### src/hdl/pfc_pkg.sv
// shared types, format codes and coefficients of the pixel format converter
package pfc_pkg;

  localparam logic [1:0] FMT_GREY = 2'd0;
  localparam logic [1:0] FMT_RGB  = 2'd1;
  localparam logic [1:0] FMT_BGRA = 2'd2;
  localparam logic [1:0] FMT_YUYV = 2'd3;

  localparam logic [1:0] REG_SOURCE_FORMAT = 2'd0;
  localparam logic [1:0] REG_TARGET_FORMAT = 2'd1;

  localparam logic [1:0] SOURCE_FORMAT_RESET = FMT_YUYV;
  localparam logic [1:0] TARGET_FORMAT_RESET = FMT_RGB;

  localparam int QDEPTH = 4;
  localparam int QPTR_W = $clog2(QDEPTH);
  localparam int QCNT_W = $clog2(QDEPTH + 1);

  localparam int TERM_W = 20;

  localparam logic signed [10:0] COEF_Y  = 11'sd298;
  localparam logic signed [10:0] COEF_RV = 11'sd409;
  localparam logic signed [10:0] COEF_GU = 11'sd100;
  localparam logic signed [10:0] COEF_GV = 11'sd208;
  localparam logic signed [10:0] COEF_BU = 11'sd516;
  localparam logic signed [9:0]  LUMA_OFFSET   = 10'sd16;
  localparam logic signed [9:0]  CHROMA_OFFSET = 10'sd128;
  localparam logic signed [TERM_W-1:0] ROUND_BIAS = TERM_W'(128);
  localparam logic [7:0] ALPHA_OPAQUE = 8'd255;

  typedef enum logic [2:0] {
    JOB_ONE,
    JOB_TRIPLE,
    JOB_TRIPLE_A,
    JOB_SWAP,
    JOB_YUV_RGB,
    JOB_YUV_BGRA,
    JOB_UNSUP
  } job_kind_t;

  typedef struct packed {
    job_kind_t                kind;
    logic [7:0]               pa;
    logic [7:0]               pb;
    logic [7:0]               pc;
    logic signed [TERM_W-1:0] yt0;
    logic signed [TERM_W-1:0] yt1;
    logic signed [TERM_W-1:0] rt;
    logic signed [TERM_W-1:0] gt;
    logic signed [TERM_W-1:0] bt;
  } job_t;

  typedef struct packed {
    logic full;
    logic empty;
  } q_status_t;

  function automatic logic [2:0] job_last(input job_kind_t kind);
    logic [2:0] r;
    unique case (kind)
      JOB_ONE:      r = 3'd0;
      JOB_TRIPLE:   r = 3'd2;
      JOB_TRIPLE_A: r = 3'd3;
      JOB_SWAP:     r = 3'd3;
      JOB_YUV_RGB:  r = 3'd5;
      JOB_YUV_BGRA: r = 3'd7;
      JOB_UNSUP:    r = 3'd0;
      default:      r = 3'd0;
    endcase
    return r;
  endfunction

endpackage

### src/hdl/pfc_front.sv
// front end: config registers, byte grouping and job classification
module pfc_front (
  input  logic             clk,
  input  logic             rst,
  input  logic             cfg_valid,
  output logic             cfg_ready,
  input  logic [1:0]       cfg_index,
  input  logic [1:0]       cfg_data,
  input  logic             in_valid,
  output logic             in_ready,
  input  logic [7:0]       in_byte,
  input  logic             frame_last,
  input  pfc_pkg::q_status_t q_stat,
  output logic             push,
  output pfc_pkg::job_t    job
);
  import pfc_pkg::*;

  logic [1:0] source_format;
  logic [1:0] target_format;
  logic [1:0] byte_phase;
  logic [7:0] held_bytes [3];

  logic       accept;
  logic       supported;
  logic [2:0] group;
  logic       complete;
  job_kind_t  kind;
  logic [7:0] pa, pb, pc;
  logic signed [9:0] c0, c1, d, e;

  assign cfg_ready = 1'b1;
  assign in_ready  = !q_stat.full;
  assign accept    = in_valid && in_ready;

  always_comb begin
    supported = 1'b1;
    group     = 3'd1;
    kind      = JOB_ONE;
    pa        = in_byte;
    pb        = held_bytes[1];
    pc        = held_bytes[0];
    priority if (source_format == target_format) begin
      group = 3'd1;
      kind  = JOB_ONE;
    end else if (source_format == FMT_YUYV && target_format == FMT_GREY) begin
      group = 3'd2;
      kind  = JOB_ONE;
      pa    = held_bytes[0];
    end else if (source_format == FMT_YUYV && target_format == FMT_RGB) begin
      group = 3'd4;
      kind  = JOB_YUV_RGB;
    end else if (source_format == FMT_YUYV && target_format == FMT_BGRA) begin
      group = 3'd4;
      kind  = JOB_YUV_BGRA;
    end else if (source_format == FMT_GREY && target_format == FMT_RGB) begin
      kind = JOB_TRIPLE;
    end else if (source_format == FMT_GREY && target_format == FMT_BGRA) begin
      kind = JOB_TRIPLE_A;
    end else if (source_format == FMT_RGB && target_format == FMT_BGRA) begin
      group = 3'd3;
      kind  = JOB_SWAP;
    end else begin
      supported = 1'b0;
      kind      = JOB_UNSUP;
    end
  end

  assign complete = !supported || (({1'b0, byte_phase} + 3'd1) >= group);
  assign push     = accept && complete;

  // bt.601 product terms
  assign c0 = $signed({2'b00, held_bytes[0]}) - LUMA_OFFSET;
  assign c1 = $signed({2'b00, held_bytes[2]}) - LUMA_OFFSET;
  assign d  = $signed({2'b00, held_bytes[1]}) - CHROMA_OFFSET;
  assign e  = $signed({2'b00, in_byte}) - CHROMA_OFFSET;

  always_comb begin
    job.kind = kind;
    job.pa   = pa;
    job.pb   = pb;
    job.pc   = pc;
    job.yt0  = TERM_W'(c0) * TERM_W'(COEF_Y);
    job.yt1  = TERM_W'(c1) * TERM_W'(COEF_Y);
    job.rt   = TERM_W'(e) * TERM_W'(COEF_RV);
    job.gt   = TERM_W'(0) - TERM_W'(d) * TERM_W'(COEF_GU) - TERM_W'(e) * TERM_W'(COEF_GV);
    job.bt   = TERM_W'(d) * TERM_W'(COEF_BU);
  end

  always_ff @(posedge clk) begin
    if (rst) begin
      source_format <= SOURCE_FORMAT_RESET;
      target_format <= TARGET_FORMAT_RESET;
      byte_phase    <= 2'd0;
    end else begin
      if (cfg_valid && cfg_ready) begin
        unique case (cfg_index)
          REG_SOURCE_FORMAT: source_format <= cfg_data;
          REG_TARGET_FORMAT: target_format <= cfg_data;
          default: ;
        endcase
      end
      if (accept && supported) begin
        if (complete || frame_last) byte_phase <= 2'd0;
        else byte_phase <= byte_phase + 2'd1;
      end
    end
  end

  always_ff @(posedge clk) begin
    if (accept && supported && !complete) begin
      unique case (byte_phase)
        2'd0: held_bytes[0] <= in_byte;
        2'd1: held_bytes[1] <= in_byte;
        2'd2: held_bytes[2] <= in_byte;
        default: ;
      endcase
    end
  end

endmodule

### src/hdl/pfc_queue.sv
// job queue between front and back
module pfc_queue (
  input  logic               clk,
  input  logic               rst,
  input  logic               push,
  input  pfc_pkg::job_t      push_data,
  input  logic               pop,
  output pfc_pkg::job_t      head,
  output pfc_pkg::q_status_t q_stat
);
  import pfc_pkg::*;

  job_t              slots [QDEPTH];
  logic [QPTR_W-1:0] wr_ptr;
  logic [QPTR_W-1:0] rd_ptr;
  logic [QCNT_W-1:0] count;

  assign head         = slots[rd_ptr];
  assign q_stat.full  = (count == QCNT_W'(QDEPTH));
  assign q_stat.empty = (count == '0);

  always_ff @(posedge clk) begin
    if (rst) begin
      wr_ptr <= '0;
      rd_ptr <= '0;
      count  <= '0;
    end else begin
      if (push) wr_ptr <= wr_ptr + 1'b1;
      if (pop) rd_ptr <= rd_ptr + 1'b1;
      if (push && !pop) count <= count + 1'b1;
      else if (pop && !push) count <= count - 1'b1;
    end
  end

  always_ff @(posedge clk) begin
    if (push) slots[wr_ptr] <= push_data;
  end

  a_count_bound: assert property (@(posedge clk) disable iff (rst)
    count <= QCNT_W'(QDEPTH)) else $error("queue count overflow");
  a_no_pop_empty: assert property (@(posedge clk) disable iff (rst)
    pop |-> count != '0) else $error("pop from empty queue");
  a_no_push_full: assert property (@(posedge clk) disable iff (rst)
    (push && !pop) |-> count != QCNT_W'(QDEPTH)) else $error("push into full queue");

endmodule

### src/hdl/pfc_back.sv
// back end: walks each job and emits one output byte per cycle while a job is queued and out_ready allows
module pfc_back (
  input  logic               clk,
  input  logic               rst,
  input  pfc_pkg::job_t      head,
  input  pfc_pkg::q_status_t q_stat,
  output logic               pop,
  output logic               out_valid,
  input  logic               out_ready,
  output logic [7:0]         out_byte,
  output logic               run_last,
  output logic               unsupported
);
  import pfc_pkg::*;

  logic [2:0] idx;
  logic [2:0] last_idx;
  logic       fire;
  logic       at_last;
  logic [7:0] byte_val;
  logic       pix;
  logic [1:0] chan;
  logic signed [TERM_W-1:0] ysel, csel, acc;
  logic [7:0] clamped;

  localparam logic [1:0] CH_R = 2'd0;
  localparam logic [1:0] CH_G = 2'd1;
  localparam logic [1:0] CH_B = 2'd2;
  localparam logic [1:0] CH_A = 2'd3;

  assign last_idx = job_last(head.kind);
  assign fire     = !q_stat.empty && (!out_valid || out_ready);
  assign at_last  = (idx == last_idx);
  assign pop      = fire && at_last;

  // pixel and channel of the current byte
  always_comb begin
    if (head.kind == JOB_YUV_RGB) begin
      pix = (idx >= 3'd3);
      unique case (idx)
        3'd0, 3'd3: chan = CH_R;
        3'd1, 3'd4: chan = CH_G;
        default:    chan = CH_B;
      endcase
    end else begin
      pix = idx[2];
      unique case (idx[1:0])
        2'd0:    chan = CH_B;
        2'd1:    chan = CH_G;
        2'd2:    chan = CH_R;
        default: chan = CH_A;
      endcase
    end
  end

  always_comb begin
    ysel = pix ? head.yt1 : head.yt0;
    unique case (chan)
      CH_R:    csel = head.rt;
      CH_G:    csel = head.gt;
      CH_B:    csel = head.bt;
      default: csel = '0;
    endcase
    acc = ysel + csel + ROUND_BIAS;
    if (acc < 0) clamped = 8'd0;
    else if (acc[TERM_W-1:16] != '0) clamped = 8'd255;
    else clamped = acc[15:8];
  end

  always_comb begin
    unique case (head.kind)
      JOB_ONE:      byte_val = head.pa;
      JOB_TRIPLE:   byte_val = head.pa;
      JOB_TRIPLE_A: byte_val = (idx == 3'd3) ? ALPHA_OPAQUE : head.pa;
      JOB_SWAP: begin
        unique case (idx[1:0])
          2'd0:    byte_val = head.pa;
          2'd1:    byte_val = head.pb;
          2'd2:    byte_val = head.pc;
          default: byte_val = ALPHA_OPAQUE;
        endcase
      end
      JOB_YUV_RGB:  byte_val = clamped;
      JOB_YUV_BGRA: byte_val = (chan == CH_A) ? ALPHA_OPAQUE : clamped;
      JOB_UNSUP:    byte_val = 8'd0;
      default:      byte_val = 8'd0;
    endcase
  end

  always_ff @(posedge clk) begin
    if (rst) begin
      idx       <= 3'd0;
      out_valid <= 1'b0;
    end else begin
      if (fire) begin
        out_valid   <= 1'b1;
        out_byte    <= byte_val;
        run_last    <= at_last;
        unsupported <= (head.kind == JOB_UNSUP);
        idx         <= at_last ? 3'd0 : idx + 3'd1;
      end else if (out_ready) begin
        out_valid <= 1'b0;
      end
    end
  end

  a_unsup_beat: assert property (@(posedge clk) disable iff (rst)
    (out_valid && unsupported) |-> (run_last && out_byte == 8'd0))
    else $error("unsupported beat malformed");
  a_idx_bound: assert property (@(posedge clk) disable iff (rst)
    !q_stat.empty |-> idx <= last_idx) else $error("byte index past end of job");

endmodule

### src/hdl/pixel_format_converter.sv
// top level of the pixel format converter
//
//  channel  handshake             payload
//  cfg      cfg_valid/cfg_ready   cfg_index, cfg_data
//  in       in_valid/in_ready     in_byte, frame_last
//  out      out_valid/out_ready   out_byte, run_last, unsupported
//
//  an input byte is taken every cycle while the four-entry job queue has room
//  the back end emits one output byte per cycle while out_ready allows, and
//  an input causes up to 8 output bytes per yuyv group, 2 per input byte
//  a completing input is written into the job queue; its first output beat is registered from the queue head
//  rst is synchronous; cfg_ready is always high
//  out_ready low stalls the back end; the queue then fills and drops in_ready
module pixel_format_converter (
  input  logic       clk,
  input  logic       rst,
  input  logic       cfg_valid,
  output logic       cfg_ready,
  input  logic [1:0] cfg_index,
  input  logic [1:0] cfg_data,
  input  logic       in_valid,
  output logic       in_ready,
  input  logic [7:0] in_byte,
  input  logic       frame_last,
  output logic       out_valid,
  input  logic       out_ready,
  output logic [7:0] out_byte,
  output logic       run_last,
  output logic       unsupported
);
  import pfc_pkg::*;

  q_status_t q_stat;
  job_t      push_job;
  job_t      head;
  logic      push;
  logic      pop;

  pfc_front u_front (
    .clk        (clk),
    .rst        (rst),
    .cfg_valid  (cfg_valid),
    .cfg_ready  (cfg_ready),
    .cfg_index  (cfg_index),
    .cfg_data   (cfg_data),
    .in_valid   (in_valid),
    .in_ready   (in_ready),
    .in_byte    (in_byte),
    .frame_last (frame_last),
    .q_stat     (q_stat),
    .push       (push),
    .job        (push_job)
  );

  pfc_queue u_queue (
    .clk       (clk),
    .rst       (rst),
    .push      (push),
    .push_data (push_job),
    .pop       (pop),
    .head      (head),
    .q_stat    (q_stat)
  );

  pfc_back u_back (
    .clk         (clk),
    .rst         (rst),
    .head        (head),
    .q_stat      (q_stat),
    .pop         (pop),
    .out_valid   (out_valid),
    .out_ready   (out_ready),
    .out_byte    (out_byte),
    .run_last    (run_last),
    .unsupported (unsupported)
  );

endmodule

### config.mk
export PLATFORM = sky130hd
export DESIGN_NAME = pixel_format_converter
export DESIGN_NICKNAME = d
export VERILOG_FILES = /design/src/hdl/pfc_pkg.sv /design/src/hdl/pfc_front.sv /design/src/hdl/pfc_queue.sv /design/src/hdl/pfc_back.sv /design/src/hdl/pixel_format_converter.sv
export SDC_FILE = /design/constraint.sdc
export NUM_CORES = 1
export LEC_CHECK = 0
export BUFFER_PORTS_ARGS = -buffer_cell sky130_fd_sc_hd__buf_2
export CELL_PAD_IN_SITES_DETAIL_PLACEMENT = 1
export CELL_PAD_IN_SITES_GLOBAL_PLACEMENT = 2
export CORE_UTILIZATION = 48
export DETAILED_ROUTE_END_ITERATION = 6
export PLACE_DENSITY = 0.86
export SKIP_CTS_REPAIR_TIMING = 1
export SYNTH_ARGS = -nofsm -noshare
export SYNTH_HDL_FRONTEND = slang
export SYNTH_HIERARCHICAL = 1
export SYNTH_SLANG_ARGS = --single-unit
### constraint.sdc
create_clock -name clk -period 7.9 [get_ports clk]
set_input_delay 2.37 -clock clk [delete_from_list [all_inputs] [get_ports clk]]
set_output_delay 2.37 -clock clk [all_outputs]
set_load 0.005 [all_outputs]
==> impl.org <==
** Clocking
- Number of buffers created by CTS :: around 60
- The H-tree was split into 2 levels.
- For the worst-skew pair, the clock arrives at the later sink with an insertion delay of between 0.6 and 0.7 ns.
- Clock tree from TritonCTS :: done
- Clock transition at the registers of the reported paths :: around 0.060 ns
- Clock sinks :: 561
- Root Buffer :: clkbuf_16
- Counting along the longest clock path gives a buffer depth of 3.

** Pwr
- The internal portion of the total power is 7580 uW.
- VDD sags by at most 0.000264 V.
- Switching power :: ~4400 uW
- Clk network pwr share :: 0.228
- Combinational share of power :: 0.437
- Power share of the sequential group :: 0.335
- The analysis attributes to cell leakage a power of 0.0124 uW.
- Of the total power, the share spent switching nets is 0.369.
- Power density relative to cell area :: 363 nW/um^2

** Route
- Final antenna-violating net count :: 0
- Number of vias per cell after detailed routing :: 5.72
- Length of the first detailed-routing pass in iterations :: 5
- After detailed routing, the met2 layer carries 36700 um of wire.
- Routed wire length on met3 :: 3090 um
- Mean routed wirelength per cell :: 24.5 um
- The final route contains approximately 17000 vias.
- Number of remaining DRC errors :: 0
- Top routing layer in use :: met4
- Wires add up to 72100 um.
- After the first detailed-routing iteration, the DRC count stood at between 900 and 1000.
- For this block, wires on met1 add up to roughly 31000 um.

** Yosys
- EDFF count, synth :: 542
- Sorting the synthesized cells by area gives the leading types as edfxtp_1 (54%), ha_1 (12%), mux4_2 (9.4%), fa_1 (3.3%), inv_1 (2.4%).
- In the synthesized netlist the async set-or-reset flop fraction comes to 0.
- Post-synth top cells :: edfxtp_1 (542), ha_1 (293), inv_1 (193), mux4_2 (127), nor2_1 (85)
- Mean instance size in the synthesized netlist :: 14.9 um^2
- Synth warnings :: 6
- The share of synthesized area in the top cell type comes to 0.537.
- Of all cell types, the one taking the most synthesized area is edfxtp_1.
- Synthesized netlist cell count :: around 2000
- Of the synthesized area, sequential elements account for 0.550.
- In this run the cell area of the synthesized design comes to around 30000 um^2.
- The netlist uses 93 different library cells.
- Among all cell types in the netlist, the one instantiated most often is edfxtp_1.
- #FFs+latches synth :: about 560
- The most used flip-flop cell after synthesis is edfxtp_1.

** Setup path
- Along the worst path, the maximum fanout reaches 12.
- Required time of the critical path :: 8.25 ns
- The worst setup path is captured at a flip-flop.
- Kind of critical path :: primary input to flip-flop
- STA classifies the critical path startpoint as a primary input.
- Arrival time at the worst endpoint :: 7.41 ns

** Floorplanning
- DIE WIDTH :: 253 um
- Number of placement rows :: 91
- Vertical die dimension :: 253 um
- The region available for standard cell placement spans between 60000 and 70000 um^2.
- Total Die Area :: 64100 um^2
- For this configuration, the core starts out at a cell density of 0.488.
- 31 I/O pins were placed.

** Status
- Outcome :: completed

** Placement
- Buffers placed on the I/O ports in this run total 29.
- Once detailed placement completed, the half-perimeter wirelength came to 51200 um.
- Number of placed instances, taps included :: 2836
- Routability-driven placement finished with a final weighted congestion of between 0.8 and 0.9.

** Global routing
- First-pass GRT wire length :: ~110000 um
- Largest net degree at the start of global routing :: 128
- The via count of the first global-routing pass is between 15000 and 20000.
- Number of antenna violations at the first check in global routing :: 0
- For this run the aggregate overflow at the end of global routing stands at 0.
- In the global route stage, overall resource usage came out at 0.230.

** STA
- The worst path in the final design needs a cycle of 7.06 ns, including I/O delays and setup.
- The number of max-slew violations in the final report was 0.
- Setup repair after global routing missed its margin :: no
- In this run the tightest slew margin relative to its limit is 0.231.
- For the final database, setup skew stands at ~0.031 ns.
- Count of final setup violators :: 0
- Final hold violation count :: 0
- Share of the cycle needed by the critical path after routing :: 0.893
- Pin slew with the least headroom to its limit :: approximately 1.1 ns
- Max Fclk :: 142 MHz
- Setup tns final :: 0 ns

** Job
- Across the run, the number of max-cap violations was 0.

** Layout
- Area added between synthesis and finish :: 9.18%
- Share of layout cells above drive strength 1 :: 0.156
- Once layout is complete, the cells apart from fillers number 2944.
- The net count of the finished layout is 2421.
- Utilization of the core after routing :: 0.533
- Antenna diode instance count :: 0

** Min path
- The min-delay analysis places its worst path in the category flip-flop to flip-flop.
## metrics by stage
stage,hold slack [ns],total power (uW),setup WS [ns],cell area [um^2]
2_1_floorplan,0.466,7870,1.01,30300
5_1_grt,0.547,12700,0.599,33100
6_report,0.504,12000,0.842,33100
3_3_place_gp,0.488,9130,0.372,31100
3_5_place_dp,0.493,9330,0.202,31100
4_1_cts,0.509,12100,0.852,33100
## cell usage in the layout (no fill, tap or decap), types with 12 or more instances in the layout
| master | n |
|---|---|
| edfxtp_1 | 542 |
| ha_1 | 293 |
| inv_1 | 193 |
| mux4_2 | 127 |
| nor2_1 | 85 |
| a21oi_1 | 75 |
| nand2_1 | 69 |
| xnor2_1 | 69 |
| clkbuf_16 | 61 |
| fa_1 | 50 |
| o21ai_0 | 44 |
| xor2_1 | 33 |
| a21o_1 | 32 |
| buf_2 | 29 |
| mux2i_1 | 28 |
| buf_4 | 24 |
| mux2_2 | 23 |
| nor3_1 | 22 |
| nand2b_1 | 20 |
| a211oi_1 | 18 |
| dfxtp_1 | 17 |
| o211ai_1 | 14 |
| nand3_1 | 13 |
| clkbuf_1 | 12 |
## metal layers
metal | GRT usage | vias to the layer above
met5 | 0 | -
met4 | 0.0661 | 0
met3 | 0.0332 | 94
met2 | 0.404 | 341
met1 | 0.297 | 8705
li1 | - | 7698
## worst paths after layout
kind | start | end | cells after the start | slack [ns]
max reg2reg | flip-flop | u_back/out_byte[6]$_DFFE_PP_ | 16 | 1.54
min reg2reg | u_back/out_valid$_SDFFE_PP0P_ | u_back/out_valid$_SDFFE_PP0P_ | 2 | 0.50
min | u_back/out_valid$_SDFFE_PP0P_ | u_back/out_valid$_SDFFE_PP0P_ | 2 | 0.50
max | in_byte[2] | u_queue/slots[3][38]$_DFFE_PP_ | 19 | 0.84
## state kept, by name, indices dropped and copies added, names as in the netlist, 3 cells and up, named ones only
| name | count |
|---|---|
| u_queue/slots | 508 |
| u_back/out_byte | 8 |
| u_front/held_bytes | 24 |
| u_back/idx | 3 |
| u_queue/count | 3 |
## kinds of logic (layout without fill, tap and decap cells)
family / after synthesis / after routing / share of synthesized area
buf+inv: 291 / 357 / 0.0445
xor+xnor: 103 / 103 / 0.0300
flops: 561 / 561 / 0.550
mux: 181 / 181 / 0.114
simple gates: 276 / 276 / 0.0443
fa+ha+maj: 343 / 343 / 0.154
other cells: 2 / 7 / 0.000248
compound gates: 279 / 279 / 0.0631
## power groups by stage
stage / logic, uW / clock network [uW] / registers, uW
floorplan: 3820 / 0 / 4050
global placement: 5070 / 0 / 4060
detailed placement: 5240 / 0 / 4090
CTS: 5290 / 2790 / 4030
global route: 5810 / 2880 / 4050
finish: 5250 / 2740 / 4020
## critical path: stages
cell and delay, ns:
buf_2 0.19, ha_1 0.35, inv_1 0.05, ha_1 0.32, ha_1 0.33, fa_1 0.46
a21o_1 0.20, a21oi_1 0.21, nor2_1 0.08, a211oi_1 0.29, a22oi_1 0.18, xnor2_1 0.26
ha_1 0.28, ha_1 0.37, a21o_1 0.23, a21oi_1 0.18, or3b_1 0.37, a31o_1 0.23
xnor2_1 0.46
## final cells by class
class,count,area (um^2)
Fill cell,5920,29000
Sequential cell,561,16700
Multi-Input combinational cell,1189,12300
Clock buffer,78,1640
Tap cell,837,1050
Inverter,193,724
Timing Repair Buffer,56,385
Clock inverter,30,277
Power figures use the tool's default switching activity.
